`src/sv/sha1md_pkg.sv`:
```
// ----------------------------------------------------------------------------
// sha1md_pkg
// Shared types, constants and round functions for the SHA-1 digest core.
// ----------------------------------------------------------------------------
package sha1md_pkg;

	// Command queue between front and back
	localparam int Q_DEPTH = 4;
	localparam int Q_AW    = $clog2(Q_DEPTH);
	localparam int Q_CW    = $clog2(Q_DEPTH + 1);

	// Request kinds after classification
	localparam logic [1:0] CMD_NONE     = 2'd0;
	localparam logic [1:0] CMD_BYTE     = 2'd1;
	localparam logic [1:0] CMD_BYTE_END = 2'd2;
	localparam logic [1:0] CMD_END      = 2'd3;

	typedef struct packed {
		logic [1:0] kind;
		logic [7:0] data;
	} cmd_t;

	// Round phases, twenty rounds each
	localparam logic [1:0] PH_CH  = 2'd0;
	localparam logic [1:0] PH_PAR = 2'd1;
	localparam logic [1:0] PH_MAJ = 2'd2;
	localparam logic [1:0] PH_PR2 = 2'd3;

	localparam int    ROUNDS   = 80;
	localparam int    RND_W    = 7;
	localparam int    BLK_W    = 16;
	localparam int    CNT_W    = 61;
	localparam logic [7:0] PAD_BYTE = 8'h80;

	// Initial chaining values, entry 4 first in the list, entry 0 last
	localparam logic [4:0][31:0] H_INIT = {
		32'hC3D2E1F0, 32'h10325476, 32'h98BADCFE, 32'hEFCDAB89, 32'h67452301
	};

	// Control from the sequencer to the round datapath
	typedef struct packed {
		logic       init;
		logic       load;
		logic       step;
		logic       add;
		logic [1:0] phase;
	} rnd_ctl_t;

	function automatic logic [31:0] round_k(input logic [1:0] phase);
		logic [31:0] k;
		case (phase)
			PH_CH:   k = 32'h5A827999;
			PH_PAR:  k = 32'h6ED9EBA1;
			PH_MAJ:  k = 32'h8F1BBCDC;
			default: k = 32'hCA62C1D6;
		endcase
		return k;
	endfunction

	function automatic logic [31:0] round_f(input logic [1:0] phase,
		input logic [31:0] b, input logic [31:0] c, input logic [31:0] d);
		logic [31:0] f;
		case (phase)
			PH_CH:   f = d ^ (b & (c ^ d));
			PH_MAJ:  f = (b & c) | (d & (b | c));
			default: f = b ^ c ^ d;
		endcase
		return f;
	endfunction

endpackage

```
`src/sv/sha1md_front.sv`:
```
// ----------------------------------------------------------------------------
// sha1md_front
// Accepts message items, classifies them and queues requests for the back.
// ----------------------------------------------------------------------------
module sha1md_front (
	input  logic                clk,
	input  logic                arst_n,
	input  logic                msg_valid,
	output logic                msg_stall,
	input  logic [7:0]          data_byte,
	input  logic                byte_valid,
	input  logic                end_of_message,
	output sha1md_pkg::cmd_t    head,
	output logic                empty,
	input  logic                pop
);

	sha1md_pkg::cmd_t                  mem_q [sha1md_pkg::Q_DEPTH];
	logic [sha1md_pkg::Q_AW-1:0]       wr_q;
	logic [sha1md_pkg::Q_AW-1:0]       rd_q;
	logic [sha1md_pkg::Q_CW-1:0]       cnt_q;
	logic                              full;
	logic                              push;
	logic                              do_pop;
	logic [1:0]                        kind;

	// Classify the incoming item
	always_comb begin
		case ({byte_valid, end_of_message})
			2'b10:   kind = sha1md_pkg::CMD_BYTE;
			2'b11:   kind = sha1md_pkg::CMD_BYTE_END;
			2'b01:   kind = sha1md_pkg::CMD_END;
			default: kind = sha1md_pkg::CMD_NONE;
		endcase
	end

	assign full      = (cnt_q == sha1md_pkg::Q_CW'(sha1md_pkg::Q_DEPTH));
	assign empty     = (cnt_q == '0);
	assign msg_stall = full;
	// Drop items that carry neither a byte nor an end mark
	assign push      = msg_valid && !full && (kind != sha1md_pkg::CMD_NONE);
	assign do_pop    = pop && !empty;
	assign head      = mem_q[rd_q];

	// Store requests
	always_ff @(posedge clk) begin
		if (push) begin
			mem_q[wr_q] <= '{kind: kind, data: data_byte};
		end
	end

	// Advance pointers and fill count
	always_ff @(posedge clk or negedge arst_n) begin
		if (!arst_n) begin
			wr_q  <= '0;
			rd_q  <= '0;
			cnt_q <= '0;
		end else begin
			if (push) begin
				wr_q <= wr_q + 1'b1;
			end
			if (do_pop) begin
				rd_q <= rd_q + 1'b1;
			end
			case ({push, do_pop})
				2'b10:   cnt_q <= cnt_q + 1'b1;
				2'b01:   cnt_q <= cnt_q - 1'b1;
				default: cnt_q <= cnt_q;
			endcase
		end
	end

endmodule

```
`src/sv/sha1md_round.sv`:
```
// ----------------------------------------------------------------------------
// sha1md_round
// SHA-1 round datapath: working variables, one round a cycle, chaining words.
// ----------------------------------------------------------------------------
module sha1md_round (
	input  logic                 clk,
	input  logic                 arst_n,
	input  sha1md_pkg::rnd_ctl_t ctl,
	input  logic [31:0]          w,
	output logic [4:0][31:0]     chain
);

	logic [31:0]      a_q, b_q, c_q, d_q, e_q;
	logic [4:0][31:0] chain_q;
	logic [31:0]      t_sum;

	// One round of the compression function
	assign t_sum = {a_q[26:0], a_q[31:27]}
		+ sha1md_pkg::round_f(ctl.phase, b_q, c_q, d_q)
		+ e_q + sha1md_pkg::round_k(ctl.phase) + w;

	// Load or advance the working variables
	always_ff @(posedge clk) begin
		if (ctl.load) begin
			a_q <= chain_q[0];
			b_q <= chain_q[1];
			c_q <= chain_q[2];
			d_q <= chain_q[3];
			e_q <= chain_q[4];
		end else if (ctl.step) begin
			a_q <= t_sum;
			b_q <= a_q;
			c_q <= {b_q[1:0], b_q[31:2]};
			d_q <= c_q;
			e_q <= d_q;
		end
	end

	// Fold the block result into the chain, or restart it
	always_ff @(posedge clk or negedge arst_n) begin
		if (!arst_n) begin
			chain_q <= sha1md_pkg::H_INIT;
		end else if (ctl.init) begin
			chain_q <= sha1md_pkg::H_INIT;
		end else if (ctl.add) begin
			chain_q[0] <= chain_q[0] + a_q;
			chain_q[1] <= chain_q[1] + b_q;
			chain_q[2] <= chain_q[2] + c_q;
			chain_q[3] <= chain_q[3] + d_q;
			chain_q[4] <= chain_q[4] + e_q;
		end
	end

	assign chain = chain_q;

endmodule

```
`src/sv/sha1md_back.sv`:
```
// ----------------------------------------------------------------------------
// sha1md_back
// Sequencer: gathers bytes into the block window, pads, runs the rounds
// and hands out the digest words through an output register.
// ----------------------------------------------------------------------------
module sha1md_back (
	input  logic                 clk,
	input  logic                 arst_n,
	input  sha1md_pkg::cmd_t     head,
	input  logic                 empty,
	output logic                 pop,
	output sha1md_pkg::rnd_ctl_t ctl,
	output logic [31:0]          w,
	input  logic [4:0][31:0]     chain,
	output logic                 dig_valid,
	input  logic                 dig_stall,
	output logic [31:0]          digest_word,
	output logic [2:0]           word_index,
	output logic                 last_word
);

	localparam logic [2:0] S_IDLE = 3'd0;
	localparam logic [2:0] S_PAD  = 3'd1;
	localparam logic [2:0] S_ZERO = 3'd2;
	localparam logic [2:0] S_LEN  = 3'd3;
	localparam logic [2:0] S_COMP = 3'd4;
	localparam logic [2:0] S_ADD  = 3'd5;
	localparam logic [2:0] S_OUT  = 3'd6;

	logic [2:0]                    state_q, state_n;
	logic [2:0]                    ret_q, ret_n;
	logic [5:0]                    pos_q;
	logic [sha1md_pkg::CNT_W-1:0]  cnt_q;
	logic [63:0]                   len_q;
	logic [sha1md_pkg::RND_W-1:0]  rnd_q;
	logic [2:0]                    oidx_q;
	logic [31:0]                   blk_q [sha1md_pkg::BLK_W];
	logic                          dig_valid_q;
	logic [31:0]                   word_q;
	logic [2:0]                    index_q;
	logic                          last_q;

	logic                          shift;
	logic [7:0]                    sval;
	logic                          go_comp;
	logic                          cnt_inc;
	logic                          cnt_clr;
	logic                          len_load;
	logic                          len_shift;
	logic                          out_load;
	logic [31:0]                   w_new;

	// Sequence requests, padding, rounds and output
	always_comb begin
		// Pick the round phase from the round counter
		if (rnd_q < sha1md_pkg::RND_W'(20)) begin
			ctl.phase = sha1md_pkg::PH_CH;
		end else if (rnd_q < sha1md_pkg::RND_W'(40)) begin
			ctl.phase = sha1md_pkg::PH_PAR;
		end else if (rnd_q < sha1md_pkg::RND_W'(60)) begin
			ctl.phase = sha1md_pkg::PH_MAJ;
		end else begin
			ctl.phase = sha1md_pkg::PH_PR2;
		end
		state_n   = state_q;
		ret_n     = ret_q;
		pop       = 1'b0;
		shift     = 1'b0;
		sval      = '0;
		go_comp   = 1'b0;
		cnt_inc   = 1'b0;
		cnt_clr   = 1'b0;
		len_load  = 1'b0;
		len_shift = 1'b0;
		out_load  = 1'b0;
		ctl.init  = 1'b0;
		ctl.step  = 1'b0;
		ctl.add   = 1'b0;
		case (state_q)
			S_IDLE: begin
				if (!empty) begin
					pop = 1'b1;
					case (head.kind)
						sha1md_pkg::CMD_BYTE: begin
							shift   = 1'b1;
							sval    = head.data;
							cnt_inc = 1'b1;
							ret_n   = S_IDLE;
							go_comp = (pos_q == 6'd63);
						end
						sha1md_pkg::CMD_BYTE_END: begin
							shift   = 1'b1;
							sval    = head.data;
							cnt_inc = 1'b1;
							ret_n   = S_PAD;
							go_comp = (pos_q == 6'd63);
							state_n = S_PAD;
						end
						sha1md_pkg::CMD_END: begin
							state_n = S_PAD;
						end
						default: begin
						end
					endcase
				end
			end
			S_PAD: begin
				shift    = 1'b1;
				sval     = sha1md_pkg::PAD_BYTE;
				len_load = 1'b1;
				cnt_clr  = 1'b1;
				ret_n    = S_ZERO;
				go_comp  = (pos_q == 6'd63);
				state_n  = S_ZERO;
			end
			S_ZERO: begin
				if (pos_q == 6'd56) begin
					state_n = S_LEN;
				end else begin
					shift   = 1'b1;
					ret_n   = S_ZERO;
					go_comp = (pos_q == 6'd63);
				end
			end
			S_LEN: begin
				shift     = 1'b1;
				sval      = len_q[63:56];
				len_shift = 1'b1;
				ret_n     = S_OUT;
				go_comp   = (pos_q == 6'd63);
			end
			S_COMP: begin
				ctl.step = 1'b1;
				if (rnd_q == sha1md_pkg::RND_W'(sha1md_pkg::ROUNDS - 1)) begin
					state_n = S_ADD;
				end
			end
			S_ADD: begin
				ctl.add = 1'b1;
				state_n = ret_q;
			end
			S_OUT: begin
				if (!dig_valid_q || !dig_stall) begin
					out_load = 1'b1;
					if (oidx_q == 3'd4) begin
						ctl.init = 1'b1;
						state_n  = S_IDLE;
					end
				end
			end
			default: begin
				state_n = S_IDLE;
			end
		endcase
		if (go_comp) begin
			state_n = S_COMP;
		end
		ctl.load = go_comp;
	end

	// Control registers
	always_ff @(posedge clk or negedge arst_n) begin
		if (!arst_n) begin
			state_q <= S_IDLE;
			ret_q   <= S_IDLE;
			pos_q   <= '0;
			cnt_q   <= '0;
			rnd_q   <= '0;
			oidx_q  <= '0;
		end else begin
			state_q <= state_n;
			ret_q   <= ret_n;
			if (shift) begin
				pos_q <= pos_q + 1'b1;
			end
			if (cnt_clr) begin
				cnt_q <= '0;
			end else if (cnt_inc) begin
				cnt_q <= cnt_q + 1'b1;
			end
			if (go_comp) begin
				rnd_q <= '0;
			end else if (ctl.step) begin
				rnd_q <= rnd_q + 1'b1;
			end
			if (out_load) begin
				oidx_q <= (oidx_q == 3'd4) ? 3'd0 : oidx_q + 1'b1;
			end
		end
	end

	// Capture the bit length, then hand it out a byte at a time
	always_ff @(posedge clk) begin
		if (len_load) begin
			len_q <= {cnt_q, 3'b000};
		end else if (len_shift) begin
			len_q <= {len_q[55:0], 8'h00};
		end
	end

	// Next schedule word from the window
	assign w_new = blk_q[13] ^ blk_q[8] ^ blk_q[2] ^ blk_q[0];
	assign w     = blk_q[0];

	// Shift bytes into the block window, or roll the schedule by one word
	always_ff @(posedge clk) begin
		if (shift) begin
			for (int j = 0; j < sha1md_pkg::BLK_W - 1; j++) begin
				blk_q[j] <= {blk_q[j][23:0], blk_q[j+1][31:24]};
			end
			blk_q[sha1md_pkg::BLK_W-1] <= {blk_q[sha1md_pkg::BLK_W-1][23:0], sval};
		end else if (ctl.step) begin
			for (int j = 0; j < sha1md_pkg::BLK_W - 1; j++) begin
				blk_q[j] <= blk_q[j+1];
			end
			blk_q[sha1md_pkg::BLK_W-1] <= {w_new[30:0], w_new[31]};
		end
	end

	// Output register: hold while stalled
	always_ff @(posedge clk or negedge arst_n) begin
		if (!arst_n) begin
			dig_valid_q <= 1'b0;
		end else if (out_load) begin
			dig_valid_q <= 1'b1;
		end else if (!dig_stall) begin
			dig_valid_q <= 1'b0;
		end
	end

	always_ff @(posedge clk) begin
		if (out_load) begin
			word_q  <= chain[oidx_q];
			index_q <= oidx_q;
			last_q  <= (oidx_q == 3'd4);
		end
	end

	assign dig_valid   = dig_valid_q;
	assign digest_word = word_q;
	assign word_index  = index_q;
	assign last_word   = last_q;

endmodule

```
`src/sv/sha1_message_digest_core.sv`:
```
// ----------------------------------------------------------------------------
// sha1_message_digest_core
// SHA-1 digest of a byte stream: a front queue of requests and a back
// sequencer that pads, compresses and emits the five digest words.
// ----------------------------------------------------------------------------
// Throughput: one message byte per back cycle while the back is not busy;
//   the 64th byte of a block starts 80 rounds (one a cycle in the round
//   datapath), then the chain add; the working variables load with that byte.
// End of message: pad and zero bytes (1 to 64, one a cycle), 8 length bytes,
//   rounds per padded block, then one digest word a cycle if not stalled.
// A four-entry request queue lets input continue while the back is busy.
// Reset clears control, queue and byte count and loads the initial chain;
//   the block window holds no reset value and needs no clearing pass.
module sha1_message_digest_core (
	input  logic        clk,
	input  logic        arst_n,
	input  logic        msg_valid,
	output logic        msg_stall,
	input  logic [7:0]  data_byte,
	input  logic        byte_valid,
	input  logic        end_of_message,
	output logic        dig_valid,
	input  logic        dig_stall,
	output logic [31:0] digest_word,
	output logic [2:0]  word_index,
	output logic        last_word
);

	sha1md_pkg::cmd_t     head;
	logic                 empty;
	logic                 pop;
	sha1md_pkg::rnd_ctl_t ctl;
	logic [31:0]          w;
	logic [4:0][31:0]     chain;

	// Accept and queue requests
	sha1md_front u_front (
		.clk            (clk),
		.arst_n         (arst_n),
		.msg_valid      (msg_valid),
		.msg_stall      (msg_stall),
		.data_byte      (data_byte),
		.byte_valid     (byte_valid),
		.end_of_message (end_of_message),
		.head           (head),
		.empty          (empty),
		.pop            (pop)
	);

	// Sequence blocks, padding and output
	sha1md_back u_back (
		.clk         (clk),
		.arst_n      (arst_n),
		.head        (head),
		.empty       (empty),
		.pop         (pop),
		.ctl         (ctl),
		.w           (w),
		.chain       (chain),
		.dig_valid   (dig_valid),
		.dig_stall   (dig_stall),
		.digest_word (digest_word),
		.word_index  (word_index),
		.last_word   (last_word)
	);

	// Run the rounds
	sha1md_round u_round (
		.clk    (clk),
		.arst_n (arst_n),
		.ctl    (ctl),
		.w      (w),
		.chain  (chain)
	);

endmodule

```
`config.mk`:
```
export PLATFORM = sky130hd
export DESIGN_NAME = sha1_message_digest_core
export DESIGN_NICKNAME = d
export VERILOG_FILES = /design/src/sv/sha1md_pkg.sv /design/src/sv/sha1md_front.sv /design/src/sv/sha1md_round.sv /design/src/sv/sha1md_back.sv /design/src/sv/sha1_message_digest_core.sv
export SDC_FILE = /design/constraint.sdc
export NUM_CORES = 2
export LEC_CHECK = 0
export BUFFER_PORTS_ARGS = -buffer_cell sky130_fd_sc_hd__buf_2
export CORE_MARGIN = 2
export CORE_UTILIZATION = 31
export CTS_BUF_LIST = sky130_fd_sc_hd__clkbuf_16
export DETAILED_ROUTE_END_ITERATION = 7
export GPL_TIMING_DRIVEN = 0
export SLEW_MARGIN = 20
export SYNTH_ARGS = -nofsm -noshare
export SYNTH_HDL_FRONTEND = slang
export SYNTH_SLANG_ARGS = --single-unit
```
`constraint.sdc`:
```
create_clock -name clk -period 31.4 [get_ports clk]
set_clock_uncertainty 0.05 [all_clocks]
set_input_delay 1.57 -clock clk [delete_from_list [all_inputs] [get_ports clk]]
set_output_delay 1.57 -clock clk [all_outputs]
set_load 0.03 [all_outputs]
```
==> out/qor.txt <==
Outcome: complete, no violations
Worst Path Required: 31.82 ns
Slowest CP cell: clkbuf_1
Cell family with most CP delay: compound AO/OA/AOI/OAI gates
Unique masters post-synth: 92
Die area: 0.195 sq mm
Tmin final: 10.11 ns
Endpoint class of the critical path: flop
Final WL: 193000 um
Tot GR Track Use: 0.197
Net Sw Frac: 0.222
Pin count of the biggest net entering global routing: 88
Clock transition at path regs: 0.06 ns
Vias in the first global route: 44.4k
Die Y: 441 um
Synth Cell Area: 0.0592 sq mm
Internal Power: 2280 uW
# IOs: 52
DR WL/cell: 22.0 um
Worst Max-Slew Pin Slew: 1.26 ns
VDD IR-drop max: 36.6 uV
Area grow syn2layout: 13.1%
1st-pass router iterations: 8
Fill cells: 19.0k
Initial DRC Count: 4909
Routability congestion estimate: 0.964
RSZ-0062 raised after global routing: no
Flop pwr share: 0.515
Primary FF master, synth: edfxtp_1
Nets@finish: 6563
Initial Utilization: 0.312
Die W: 441 um
Critical path class: flop to flop
Post-route ant nets: 0
P_leak: 0.0276 uW
Max_slew headroom: 0.157
Num Clock Sinks: 1060
Max incr delay on CP: 0.90 ns
EDFF count, synth: 809
Core area: 0.190 sq mm
Synth warn: 0
Crit path arrival time: 10.52 ns
Final setup vio count: 0
Clock Path Buffers: 3
DP Wirelength: 147000 um
Post-cts repair resize count: 0
CP startpoint kind: flop
First-pass GRT wire length: 286000 um
DRC Markers: 0
Seq/Total Area, Yosys: 0.518
HP Class: flop to flop
GR Overflow Total: 0
CTS root buffer: clkbuf_16
Final critical-path share of the clock period: 0.322
CTS Buf Count: 116
Total Neg Setup Slack: 0 ns
Final Util: 0.353
Net Count, Synth: 6373
NetSw: 650 uW
Register bit total from synthesis: 1060
CTS tree: yes
Post-Syn Area per Cell: 9.89 sq um
Worst-Skew Late Latency: 0.80 ns
Fmax: 0.0989 GHz
Via count: 45.4k
Worst Path Max Fanout: 10
Combinational share of power: 0.012
Post-CTS Hold Fix Bufs: 0
H-tree depth: 3
Buf+Inv Stages, Crit Path: 5
Maxcap violations: 0
Layout cell share with drive strength beyond 1: 0.0759
Fin. Hold Viols: 0
Synth async-reset ratio: 0.237
Via density: 5.16
Placement row count: 160
IO Port Bufs: 51
Initial antenna violation count: 3
Count of final max-slew check failures: 0
Pwr Density: 43.8 mW/mm^2
Mapped Cells: 5989
Clock power frac: 0.473
Setup bufs post-CTS: 0
==> worst paths after layout <==
check / start / end / slack, ns / cells past startpoint
setup reg to reg: u_back.rnd_q[3] / u_round.a_q[30] / 21.29 / 29
max in group asynchronous: arst_n / u_back.cnt_q[20] / 29.56 / 3
hold / removal: u_back.pos_q[5] / u_back.pos_q[5] / 0.43 / 1
min in group asynchronous: arst_n / u_round.chain[70] / 0.77 / 1
setup / recovery: u_back.rnd_q[3] / u_round.a_q[30] / 21.29 / 29
hold reg to reg: u_back.pos_q[5] / u_back.pos_q[5] / 0.43 / 1
==> final cells by class <==
class                      instances  area [sq um]  share of cell area
buffer                           247           942              0.0141
inverter                         362          1360              0.0203
sequential                      1060         30700               0.458
antenna                           10          25.0            0.000373
timing repair buffer              72           762              0.0114
clock inverter                   106           908              0.0136
tap                             2511          3140              0.0469
multi-input combinational       4320         26300               0.392
clock buffer                     116          2900              0.0433
==> Yosys cell counts, drive strengths merged, types with 19 or more instances <==
| master | number | area share |
|---|---|---|
| and2 | 23 | 0.0024 |
| buf | 31 | 0.0020 |
| clkbuf | 216 | 0.014 |
| mux2 | 53 | 0.010 |
| o21bai | 21 | 0.0027 |
| fa | 94 | 0.032 |
| ha | 276 | 0.058 |
| nor2 | 245 | 0.016 |
| a211oi | 32 | 0.0042 |
| nand4 | 20 | 0.0021 |
| dfrtp | 171 | 0.072 |
| nor3 | 37 | 0.0034 |
| a21o | 84 | 0.011 |
| edfxtp | 809 | 0.41 |
| inv | 361 | 0.023 |
| xnor2 | 200 | 0.030 |
| a21oi | 292 | 0.025 |
| a311oi | 19 | 0.0029 |
| nand2b | 44 | 0.0046 |
| and3 | 36 | 0.0038 |
| or3 | 27 | 0.0029 |
| nor2b | 33 | 0.0035 |
| mux2i | 19 | 0.0032 |
| nand2 | 1936 | 0.12 |
| dfstp | 80 | 0.035 |
| xor2 | 120 | 0.018 |
| o21a | 26 | 0.0033 |
| mux4 | 42 | 0.016 |
| o22ai | 23 | 0.0024 |
| a31oi | 26 | 0.0031 |
| nand3 | 68 | 0.0057 |
| o21ai | 341 | 0.029 |
==> sequential cells by signal, indices dropped and copies added (netlist names), 32 cells and up <==
name                count
u_round.chain         160
u_front.mem_q          40
u_round.a_q            32
u_back.digest_word     32
u_round.c_q            32
u_back.len_q           61
u_round.e_q            32
u_round.b_q            32
u_back.cnt_q           61
u_round.d_q            32
u_back.blk_q          512
==> cells in the final DEF (no fill, tap or decap), drive strengths merged, types with 15 or more instances in the layout <==
cell type	netlist	routed
nand2	1936	1936
edfxtp	809	809
inv	361	393
o21ai	341	341
clkbuf	216	332
a21oi	292	292
ha	276	276
nor2	245	245
xnor2	200	200
dfrtp	171	171
xor2	120	120
buf	31	103
fa	94	94
a21o	84	84
dfstp	80	80
nand3	68	68
clkinv	1	60
mux2	53	53
nand2b	44	44
mux4	42	42
nor3	37	37
and3	36	36
nor2b	33	33
a211oi	32	32
or3	27	27
o21a	26	26
a31oi	26	26
o22ai	23	23
and2	23	23
o21bai	21	21
nand4	20	20
mux2i	19	19
a311oi	19	19
nor3b	18	18
a31o	15	15
==> routing by layer <==
layer / track usage / vias to the layer above / part of all wire
met5: 0 / - / 0
met3: 0.0332 / 346 / 0.084
met1: 0.267 / 22300 / 0.42
li1: - / 20800 / -
met2: 0.312 / 1939 / 0.45
met4: 0.0813 / 0 / 0.044
==> worst register-to-register path: cells and delay by family, from the launching register on <==
family	cells	cell delay [ns]
buf+inv	5	2.28
flops	1	0.44
simple gates	5	0.72
fa+ha+maj	5	2.50
compound gates	13	3.66
xor+xnor	1	0.16
==> metrics by stage <==
stage | setup WS (ns) | instance area, sq um | instances | hold slack [ns] | total power, uW
2_1_floorplan | 16.76 | 59200 | 5989 | 0.385 | 1560
3_3_place_gp | 10.62 | 62600 | 8551 | 0.404 | 1570
3_5_place_dp | 21.56 | 63200 | 8572 | 0.415 | 1580
4_1_cts | 21.50 | 67000 | 8794 | 0.432 | 2960
5_1_grt | 20.98 | 67000 | 8802 | 0.470 | 3010
6_report | 21.29 | 67000 | 8804 | 0.432 | 2930
==> cell families (layout without fill, tap and decap cells) <==
group / after synthesis / count (layout) / synth area share
AND/OR/NAND/NOR: 2528 / 2528 / 0.175
buffers and inverters: 609 / 903 / 0.0387
AO/OA/AOI/OAI: 988 / 988 / 0.101
XOR/XNOR: 320 / 320 / 0.0473
flip-flops: 1060 / 1060 / 0.518
adder cells (fa/ha/maj): 370 / 370 / 0.0901
multiplexers: 114 / 114 / 0.0293
other: 0 / 10 / 0
==> power groups by stage <==
stage / clock (uW) / combinational, uW / sequential [uW]
floorplan: 0 / 18.3 / 1540
global placement: 0 / 33.1 / 1540
detailed placement: 0 / 36.7 / 1540
CTS: 1410 / 36.8 / 1510
global route: 1460 / 40.5 / 1510
finish: 1390 / 35.6 / 1510
No activity file was read; power rests on OpenSTA's default activity.
